## config.mk

```make
export PLATFORM = sky130hd
export DESIGN_NAME = rbs_merge
export DESIGN_NICKNAME = d
export VERILOG_FILES = /design/src/design/rbs_pkg.sv /design/src/design/rbs_merge.sv
export SDC_FILE = /design/constraint.sdc
export NUM_CORES = 1
export LEC_CHECK = 0
export ABC_AREA = 1
export CAP_MARGIN = 20
export CORE_MARGIN = 2
export CORE_UTILIZATION = 45
export DETAILED_ROUTE_END_ITERATION = 16
export DONT_BUFFER_PORTS = 1
export GPL_TIMING_DRIVEN = 0
export PLACE_DENSITY_LB_ADDON = 0.15
export SYNTH_ARGS = -nofsm -noshare
export SYNTH_HDL_FRONTEND = slang
export SYNTH_SLANG_ARGS = --single-unit
export TNS_END_PERCENT = 50
```

## constraint.sdc

```tcl
create_clock -name vclk -period 8.8
set_clock_uncertainty 0.2 [all_clocks]
set_input_delay 1.32 -clock vclk [all_inputs]
set_output_delay 1.32 -clock vclk [all_outputs]
set_load 0.02 [all_outputs]
```

## src/design/rbs_pkg.sv

```systemverilog
// Package for the ray-box slab test: widths, pipeline depth, register indexes and lane types.
package rbs_pkg;

	localparam int unsigned QW = 32;
	localparam int unsigned EPS_W = 17;
	localparam int unsigned DIFF_W = QW + 1;
	localparam int unsigned DIV_STAGES = QW + 1;
	localparam int unsigned DIV_LAT = DIV_STAGES + 2;
	localparam int unsigned NUM_AXES = 3;
	localparam int unsigned CFG_IDX_W = 3;

	localparam logic [CFG_IDX_W-1:0] REG_MIN_X = 3'd0;
	localparam logic [CFG_IDX_W-1:0] REG_MIN_Y = 3'd1;
	localparam logic [CFG_IDX_W-1:0] REG_MIN_Z = 3'd2;
	localparam logic [CFG_IDX_W-1:0] REG_MAX_X = 3'd3;
	localparam logic [CFG_IDX_W-1:0] REG_MAX_Y = 3'd4;
	localparam logic [CFG_IDX_W-1:0] REG_MAX_Z = 3'd5;
	localparam logic [CFG_IDX_W-1:0] REG_EPS = 3'd6;

	localparam logic signed [QW-1:0] Q_MAX = 32'sh7FFF_FFFF;
	localparam logic signed [QW-1:0] Q_MIN = 32'sh8000_0000;

	// Per-axis slab interval found by one lane.
	typedef struct packed {
		logic signed [QW-1:0] lo;
		logic signed [QW-1:0] hi;
	} lane_res_t;

endpackage

```

## src/design/rbs_merge.sv

```systemverilog
// Merge of the lane intervals into the hit flag and hit time.
module rbs_merge
	import rbs_pkg::*;
(
	input  lane_res_t            res [NUM_AXES],
	input  logic [EPS_W-1:0]     eps,
	output logic                 is_hit,
	output logic signed [QW-1:0] hit_time
);

	logic signed [QW-1:0] t0;
	logic signed [QW-1:0] t1;

	// Largest entry, smallest exit, then the miss and entry tests.
	always_comb begin
		t0 = res[0].lo;
		t1 = res[0].hi;
		for (int a = 1; a < NUM_AXES; a++) begin
			if (res[a].lo > t0) t0 = res[a].lo;
			if (res[a].hi < t1) t1 = res[a].hi;
		end
		is_hit   = !((t0 > t1) || t1[QW-1]);
		hit_time = (t0 < $signed({15'd0, eps})) ? t1 : t0;
	end

endmodule

```

Yosys cells after proc, flatten, opt, wreduce, memory -nomap -nowiden
Index checks and enable logic that the tools add are counted.
{ "word_totals": {"regBits": 0, "latchBits": 0, "ramBits": 0, "rom_bits": 0, "in_bits": 209, "output_inout_bits": 33, "elab_cells": 13, "memories": 0} }
{ "classes": {"addsub": 0, "multipliers": 0, "n_div": 0, "n_lt_le_gt_ge": 6, "eq_ne": 0, "shift": 0, "n_mux": 5, "bitwise": 0, "n_reduce_logical": 2} }
{ "op_table": {"columns": ["op", "count"], "rows": [
  ["$mux 32", 5],
  ["$gt 32x32->1", 3],
  ["$lt 32x32->1", 2],
  ["$lt 32x18->1", 1],
  ["$logic_not 1->1", 1],
  ["$logic_or 1x1->1", 1]
]} }

Longest topological paths before layout
Gate-level depths: netlist (run 1).
{ "logic_depth": {"word_depth": 7, "depth_mapped": 51, "depth_no_buf": 48} }

Least setup slack after synthesis (run 1)
Ideal clock, no wire load.
{ "synth_timing": {"kind": "in2out", "start": "in res[191] (netlist bit)", "end": "out hit_time[31]", "t_arrival_ns": 6.275, "t_required_ns": 7.280, "path_slack_ns": 1.005, "stages": 40, "n_path_buf": 5, "path_cell_list": "inv_1 ha_1 a21oi_1 o21a_1 nand2_1 a21oi_1 nand3_2 nand3_4 buf_2 buf_1 nand2_1 o21ai_0 ha_1 nand2_1 inv_1 o21bai_1 a21oi_1 nor2_1 [4 not listed] nand3_2 inv_1 buf_2 buf_1 nand2_1 o21ai_0 ha_1 a21oi_1 nor2_1 a211oi_1 o221a_2 nand2_1 nand2_1 nand2_1 nand2_2 inv_2 buf_2 nor2_1"} }
{ "synth_via": {"elab_chain_len": 6} }
{ "synth_lines": {"columns": ["item", "line_no", "source"], "rows": [
  ["start, declared", "rbs_merge.sv:5", "input lane_res_t res [NUM_AXES],"],
  ["$gt 32x32->1", "rbs_merge.sv:19", "if (res[a].lo > t0) t0 = res[a].lo;"],
  ["$mux 32 (*)", "rbs_merge.sv:19", null],
  ["$gt 32x32->1", "rbs_merge.sv:19", null],
  ["$mux 32 (*)", "rbs_merge.sv:19", null],
  ["$lt 32x18->1", "rbs_merge.sv:23", "hit_time = (t0 < $signed({15'd0, eps})) ? t1 : t0;"],
  ["$mux 32 (*)", "rbs_merge.sv:23", null],
  ["end, declared", "rbs_merge.sv:8", "output logic signed [QW-1:0] hit_time"]
]} }
Mark *: on every way between the ends. The rest lies on a longest branch, timed or not.

Worst setup path after layout (run 1)
{ "layout_timing": {"start": "in res[191] (netlist bit)", "end": "out hit_time[21]"} }
The elaborated chain is that of the path after synthesis.

==> results by group, run 1 <==
Status
  – Status: complete, no violations

Final layout
  – Cell area after layout: 0.00671 mm2
  – Clkbuf count: 0
  – N_diodes: 0
  – Synthesis-to-layout area growth: 5.80%
  – NumNets Final: 1502
  – Seq_cells: 0
  – Layout cells sized above 1: 6.18%
  – Reg area: 0 um2

Timing
  – Unrepaired setup endpoints after global routing: no
  – F_max: 0.121 GHz
  – Worst-margin pin slew: 0.635 ns
  – Final hold vios: 0
  – Slew margin rel.: 57.2%
  – Setup TNS: 0 ns
  – Period minus WS final: 8.24 ns
  – Setup-violating endpoint count in the final report: 0
  – Slew Viols, Final: 0
  – Final worst path period share: 93.7%

Global route
  – Total Routing Usage GR: 23.4%
  – Largest net degree at the start of global routing: 19
  – First-pass GRT wire length: 28800 um
  – GRT overflow: 0
  – Vias in the first global route: 6064
  – Initial antenna violation count: 0

Placed design
  – GPL Wtd Cong: 0.863
  – Hpwl dp: 17300 um
  – IO buf count: 0
  – Placed instance area: 0.00657 mm2

Setup path
  – CP max-delay cell: ha_2
  – Worst EP required: 7.28 ns
  – CP peak stage delay: 0.37 ns
  – Crit path max-delay family: simple AND/OR/NAND/NOR gates
  – Critical path arrival: 6.72 ns
  – Max FO, Critical Path: 15
  – Critical Path End Type: primary output
  – Critical Path Start Type: primary input
  – Worst Setup Path Type: in -> out
  – WP buf/inv: 6
  – Most used cell, CP: nand2_1

Run
  – Max-Cap Viols: 0

Floorplan
  – Initial Utilization: 45.9%
  – Num rows: 43
  – DIE WIDTH: 123 um
  – Core ar.: 0.0138 mm2
  – Ports: 242
  – Die area: 0.0151 mm2
  – Die Y-Extent: 123 um

Power and ir drop
  – Peak supply drop: 0.0518 mV
  – Pwr/cell area: 168 mW/mm2
  – Total chip power: 1.13 mW
  – Pleak: 3.96 nW

Detailed routing
  – Final wirelength: 18700 um
  – DRT antenna net count: 0
  – Post-route DRC: 0
  – Routed len/inst: 14.4 um
  – DR pass1 iterations: 5
  – Vias: 6844
  – Via density: 5.28
  – 1st-iter DRT viols: 281

Yosys
  – Syn Nets: 1498
  – Sequential area share after synthesis: 0%
  – Yosys warning count: 0
  – Cell count after synthesis: 1115
  – Avg Inst Size Synth: 5.69 um2
  – Synthesized area: 0.00634 mm2
  – Distinct cell type count after synthesis: 36

Worst hold path
  – Hold Crit Class: in -> out

Clock network
  – Count of hold-fix buffers inserted at cts: 0
==> power by group <==
| group | internal, mW | total [mW] | switching, mW | leakage (nW) |
|---|---|---|---|---|
| clock network | 0 | 0 | 0 | 0 |
| registers | 0 | 0 | 0 | 0 |
| logic | 0.371 | 1.13 | 0.759 | 3.96 |
| total | 0.371 | 1.13 | 0.759 | 3.96 |
==> final timing paths <==
| kind | depth (start not counted) | slack [ns] | end | from |
|---|---|---|---|---|
| worst max-delay path | 37 | 0.56 | hit_time[21] | res[191] |
| worst min-delay path | 3 | 2.63 | is_hit | res[31] |
==> cell usage after synthesis, types with 6 or more instances <==
| master | instances | area [um2] |
|---|---|---|
| nand3_1 | 109 | 546 |
| nor3_1 | 10 | 50.1 |
| a211oi_1 | 6 | 45.0 |
| nand2_1 | 343 | 1290 |
| o21ai_0 | 82 | 410 |
| buf_2 | 6 | 30.0 |
| nand4_1 | 19 | 119 |
| clkbuf_1 | 18 | 67.6 |
| buf_1 | 8 | 30.0 |
| inv_1 | 157 | 589 |
| nor2_1 | 37 | 139 |
| a21oi_1 | 76 | 380 |
| inv_2 | 6 | 22.5 |
| ha_1 | 174 | 2180 |
| o21ai_1 | 21 | 105 |
==> cells in the final DEF (no fill, tap or decap), types with 2 or more instances in the layout <==
| master | instances |
|---|---|
| o211ai_1 | 3 |
| nand3_1 | 107 |
| o21ai_0 | 66 |
| nand3_2 | 4 |
| o21a_1 | 4 |
| a31oi_1 | 2 |
| nor2_1 | 34 |
| nor4_1 | 4 |
| inv_1 | 156 |
| clkbuf_4 | 4 |
| inv_2 | 7 |
| a21o_1 | 4 |
| ha_1 | 173 |
| a21oi_1 | 75 |
| o221a_2 | 2 |
| nor3_1 | 8 |
| clkbuf_2 | 11 |
| a211oi_1 | 6 |
| clkbuf_1 | 8 |
| nand2_1 | 338 |
| o21ai_1 | 33 |
| buf_2 | 4 |
| nand4_1 | 19 |
| nor3_2 | 2 |
| nor2_2 | 4 |
| nand2_2 | 7 |
| buf_4 | 9 |
| o221ai_1 | 2 |
| o21ai_2 | 8 |
==> cells by family (layout without fill, tap and decap cells) <==
group	after synthesis	after routing	synth area share (%)
and+or+nand+nor	532	532	35.5
AOI/OAI and AO/OA	209	209	17.9
buffers and inverters	199	201	12.2
adders and majority gates	174	174	34.3
xor gates and xnor gates	1	1	0.138
==> stage by stage <==
step,instances,utilization [%],hold slack [ns],worst slack [ns]
floorplan,1115,-,2.60,1.01
global placement,1295,47.5,2.65,-0.646
detailed placement,1295,47.5,2.65,-0.628
CTS,1294,47.6,2.63,0.0870
global route,1297,48.5,2.66,0.00762
finish,1297,48.5,2.63,0.559
==> area by class of cell <==
type | count | area, um2
Tap cell | 180 | 225
Timing Repair Buffer | 3 | 22.5
Multi-Input combinational cell | 916 | 5660
Fill cell | 1575 | 7120
Inverter | 163 | 612
Buffer | 35 | 195
==> routing by layer <==
metal / wire length [um] / track usage (%) / up-vias
met5: 0 / 0 / -
met4: 103 / 1.29 / 0
met3: 1510 / 4.28 / 8
met2: 8430 / 40.6 / 202
met1: 8670 / 31.3 / 2880
li1: - / - / 3754
==> tightest hold or removal path, delay by kind of cell <==
family        cells  cell delay [ns]
simple gates      3             0.19
==> timing repair <==
item,CTS,global route
pin swaps,0,2
setup buffers,0,3
resized for setup,19,56
hold endpoints to repair,0,0
setup endpoints to repair,33,33
Note: power is estimated with default switching activity, not from simulation.
==> run 2, diff against run 1 <==
Settings changed: CORE_ASPECT_RATIO set to 1.2.
==> run 2 against run 1 <==
Compared with the run above:
- power is 0.53% higher
- die area hardly changed
- critical endpoint is now hit_time[30]
- setup slack worse by 0.061 ns
- critical path depth stayed put
- first-iteration DRC count is 27% lower
- utilization is 0.27 points higher
- largest power group unchanged
- flip-flop and latch count stayed put
- clock-buffer cell count stayed put
- global-route usage is 0.084 points lower
- fmax is 0.74% lower
- combinational power hardly changed
==> results by group, run 2 (synthesized netlist as in run 1, its figures left out) <==
Power and ir drop
  – Total chip power: 1.14 mW (+0.53%)
  – Pwr/cell area: 169 mW/mm2 (+0.46%)
  – Peak supply drop: 0.0619 mV (+20%)
  – Pleak: 3.97 nW (about the same)

Setup path
  – Worst Setup Path Type: in -> out
  – Critical path arrival: 6.78 ns (+0.06 ns)
  – Critical Path Start Type: primary input
  – CP max-delay cell: ha_2
  – CP peak stage delay: 0.38 ns (about the same)
  – Max FO, Critical Path: 10 (-5)
  – Setup crit start: res[191]
  – Critical Path End Type: primary output
  – Worst EP required: 7.28 ns (about the same)
  – Most used cell, CP: nand2_1

Floorplan
  – Die area: 0.0151 mm2 (about the same)
  – Core ar.: 0.0138 mm2 (-0.48%)
  – Die Y-Extent: 134 um (+9.2%)
  – Initial Utilization: 46.1% (+0.22 points)
  – DIE WIDTH: 112 um (-8.4%)
  – Ports: 242 (unchanged)
  – Num rows: 47 (+9.3%)

Clock network
  – Count of hold-fix buffers inserted at cts: 0 (unchanged)

Global route
  – Total Routing Usage GR: 23.3% (-0.084 points)
  – Vias in the first global route: 6349 (+4.7%)
  – First-pass GRT wire length: 29700 um (+3.1%)
  – GRT overflow: 0 (unchanged)
  – Initial antenna violation count: 0 (unchanged)
  – Largest net degree at the start of global routing: 15 (-4)

Detailed routing
  – DR pass1 iterations: 4 (-1)
  – Vias: 6747 (-1.4%)
  – Post-route DRC: 0 (unchanged)
  – DRT antenna net count: 0 (unchanged)
  – Final wirelength: 18400 um (-1.7%)
  – 1st-iter DRT viols: 205 (-27%)
  – Via density: 5.24 (-0.73%)
  – Routed len/inst: 14.3 um (-1.1%)

Final layout
  – Commonest cells after routing, fill and taps aside: nand2_1, ha_1, inv_1
  – Clkbuf count: 0 (unchanged)
  – Utilization after layout: 48.8% (+0.27 points)
  – NumNets Final: 1502 (unchanged)
  – Commonest non-fill, non-tap cell in the layout: nand2_1
  – Synthesis-to-layout area growth: 5.88% (about the same)
  – N_diodes: 0 (unchanged)
  – Cell Count, Final, Fillers Out: 1288 (-0.69%)
  – Seq_cells: 0 (unchanged)
  – Reg area: 0 um2 (unchanged)
  – Fillers: 1522 (-3.4%)
  – Layout cells sized above 1: 6.36% (+0.18 points)

Timing
  – Final hold vios: 0 (unchanged)
  – Period minus WS final: 8.30 ns (+0.0612 ns)
  – Unrepaired setup endpoints after global routing: no
  – Slew Viols, Final: 0 (unchanged)
  – Final worst path period share: 94.3% (+0.70 points)
  – Slew margin rel.: 59.4% (+2.2 points)
  – Worst-margin pin slew: 0.603 ns (-0.0319 ns)
  – F_max: 0.120 GHz (-0.74%)
  – Hold Worst Slack: 2.65 ns (+0.0146 ns)
  – Setup-violating endpoint count in the final report: 0 (unchanged)

Worst hold path
  – Hold Crit Start: res[31]
  – Hold Crit Class: in -> out

Placed design
  – IO buf count: 0 (unchanged)
  – # placed instances: 1286 (-0.69%)
  – Hpwl dp: 17100 um (-1.3%)
  – GPL Wtd Cong: 0.882 (+2.2%)

Status
  – Status: complete, no violations

Run
  – Max-Cap Viols: 0 (unchanged)
[run 2: worst paths after layout]
kind | slack (ns) | cells past startpoint | endpoint
setup / recovery | 0.50 | 37 | hit_time[30]
hold / removal | 2.65 | 3 | is_hit
[run 2: repair_timing]
action / CTS / global route
endpoints found under the setup margin: 33 / 33
setup buffers: 0 / 3
gates resized for setup: 18 / 63
pin swaps: 0 / 1
[run 2: power breakdown]
part,internal (mW),switching (mW),leakage [nW]
registers,0,0,0
clock network,0,0,0
logic,0.376,0.760,3.97
[run 2: worst max-delay path: cells and delay by family]
family,cells,cell delay [ns]
fa+ha+maj,3,1.02
compound gates,5,0.91
buf+inv,6,1.00
simple gates,23,2.52
[run 2: per-stage QoR]
| step | area (um2) | setup slack, ns | setup TNS, ns |
|---|---|---|---|
| 2_1_floorplan | 6340 | 1.01 | 0 |
| 4_1_cts | 6580 | 0.0740 | 0 |
| 6_report | 6720 | 0.497 | 0 |
| 5_1_grt | 6720 | 0.00653 | 0 |
| 3_5_place_dp | 6560 | -0.725 | -19.35 |
| 3_3_place_gp | 6560 | -0.702 | -18.40 |
[run 2: routing by layer]
layer  share of wire [%]  routed length (um)  GRT usage, %
met1                  45                8310          30.2
met2                  48                8900          42.6
met3                 5.7                1040          3.21
met4                0.77                 142          1.90
met5                   0                   0             0
[run 2: layout make-up]
cell class / instances / area, um2 / area share (%)
multi-input cells: 916 / 5670 / 84.4
repair buffers: 3 / 22.5 / 0.335
well taps: 171 / 214 / 3.19
plain buffers: 35 / 194 / 2.89
inverters: 163 / 617 / 9.19
==> run 3, diff against run 2 <==
Clock period 8.8 ns to 8.2 ns, I/O delays scaled along.
==> run 3 against run 2 <==
Compared with the run above:
- sequential share of layout area unchanged
- setup slack lost 0.056 ns
- via count increased by 2.3%
==> results by group, run 3 (synthesized netlist as in run 1, its figures left out) <==
Status
  – Status: complete, no violations

Power and ir drop
  – Clk pwr share: 0% (unchanged)
  – Part of the power in registers: 0% (unchanged)
  – Total chip power: 1.35 mW (+19%)
  – Sw Share: 64.3% (-2.6 points)
  – Pint: 0.483 mW (+28%)
  – Pleak: 4.11 nW (+3.6%)
  – Comb power frac: 100.0% (about the same)
  – Sw Pwr: 0.870 mW (+14%)
  – Pwr/cell area: 190 mW/mm2 (+12%)
  – Peak supply drop: 0.0655 mV (+5.8%)

Detailed routing
  – Final wirelength: 18900 um (+2.9%)
  – DRT antenna net count: 0 (unchanged)
  – Vias: 6904 (+2.3%)
  – Via density: 5.31 (+1.4%)
  – DR pass1 iterations: 6 (+2)
  – Routed len/inst: 14.5 um (+1.9%)
  – Post-route DRC: 0 (unchanged)
  – 1st-iter DRT viols: 233 (+14%)

Timing
  – Hold Worst Slack: 2.46 ns (-0.185 ns)
  – Final worst path period share: 94.6%
  – Period minus WS final: 7.76 ns
  – Slew margin rel.: 71.5% (+12 points)
  – Final hold vios: 0 (unchanged)
  – Worst-margin pin slew: 0.424 ns (-0.179 ns)
  – Unrepaired setup endpoints after global routing: yes
  – Final WS setup: 0.441 ns (-0.0561 ns)
  – Setup TNS: 0 ns (unchanged)
  – Slew Viols, Final: 0 (unchanged)
  – F_max: 0.129 GHz
  – Setup-violating endpoint count in the final report: 0 (unchanged)

Global route
  – Initial antenna violation count: 0 (unchanged)
  – GRT overflow: 0 (unchanged)
  – Total Routing Usage GR: 23.5% (+0.19 points)
  – Vias in the first global route: 6423 (+1.2%)
  – Largest net degree at the start of global routing: 11 (-4)
  – First-pass GRT wire length: 30000 um (+0.81%)

Setup path
  – Critical path arrival: 6.33 ns (-0.45 ns)
  – Most used cell, CP: nand2_1
  – Critical Path End Type: primary output
  – CP max-delay cell: ha_1
  – CP peak stage delay: 0.31 ns (-0.07 ns)
  – WP depth: 38 (+2.7%)
  – Max FO, Critical Path: 10 (unchanged)
  – Crit path max-delay family: simple AND/OR/NAND/NOR gates
  – Worst Setup Path Type: in -> out
  – WP buf/inv: 7 (+1)
  – Critical Path Start Type: primary input
  – Worst EP required: 6.77 ns (-0.51 ns)

Final layout
  – Commonest cells after routing, fill and taps aside: nand2_1, ha_1, inv_1
  – Seq_cells: 0 (unchanged)
  – N_diodes: 0 (unchanged)
  – Clkbuf count: 0 (unchanged)
  – Layout cells sized above 1: 12.9% (+6.6 points)
  – NumNets Final: 1514 (+0.80%)
  – Reg area: 0 um2 (unchanged)
  – Commonest non-fill, non-tap cell in the layout: nand2_1
  – Synthesis-to-layout area growth: 12.5%

Floorplan
  – Num rows: 47 (unchanged)
  – Core ar.: 0.0138 mm2 (unchanged)
  – Die area: 0.0151 mm2 (unchanged)
  – Ports: 242 (unchanged)
  – DIE WIDTH: 112 um (unchanged)
  – Die Y-Extent: 134 um (unchanged)
  – Initial Utilization: 46.1% (unchanged)

Worst hold path
  – Hold depth: 3 (unchanged)
  – Hold Crit Class: in -> out

Placed design
  – GPL Wtd Cong: 0.882 (unchanged)
  – DP Worst Slack: -1.15 ns (-0.420 ns)
  – IO buf count: 0 (unchanged)
  – Hpwl dp: 17100 um (unchanged)

Run
  – Max-Cap Viols: 0 (unchanged)
run 3: changes by cell type in the layout (fill, tap and decap cells not counted), moves of 11 or more:
cell     delta
nand2_2    +28
o21ai_0    -24
buf_4      +13
buf_6      +11
o21ai_2    +13
nand2_1    -32
run 3: worst paths after layout:
kind / start / end / slack (ns)
worst min-delay path: res[31] / is_hit / 2.46
worst max-delay path: res[185] / is_hit / 0.44
run 3: cell type report:
cell class	instances	area, um2
Multi-Input combinational cell	916	5890
Buffer	36	313
Timing Repair Buffer	14	103
Tap cell	171	214
Fill cell	1494	6620
Inverter	163	619
run 3: power groups by stage:
stage / Sequential [mW] / Combinational (mW) / Clock (mW)
2_1_floorplan: 0 / 0.928 / 0
3_3_place_gp: 0 / 1.17 / 0
3_5_place_dp: 0 / 1.18 / 0
4_1_cts: 0 / 1.24 / 0
5_1_grt: 0 / 1.53 / 0
6_report: 0 / 1.35 / 0
run 3: timing repair:
item / CTS / global route
resized for setup: 68 / 168
pin swaps: 3 / 18
cloned: 0 / 1
setup buffers: 0 / 13
hold buffers: 0 / 0
endpoints found under the setup margin: 33 / 33
run 3: layer usage:
layer	vias up	wire length (um)	global-route usage [%]
li1	3786	-	-
met1	2937	8490	29.9
met2	167	9200	43.1
met3	14	1040	3.34
met4	0	177	2.51
met5	-	0	0
run 3: through the flow:
step	utilization (%)	instances	instance area (um2)
2_1_floorplan	-	1115	6340
3_3_place_gp	47.6	1286	6560
3_5_place_dp	47.6	1286	6560
4_1_cts	48.7	1286	6700
5_1_grt	51.9	1300	7140
6_report	51.9	1300	7140
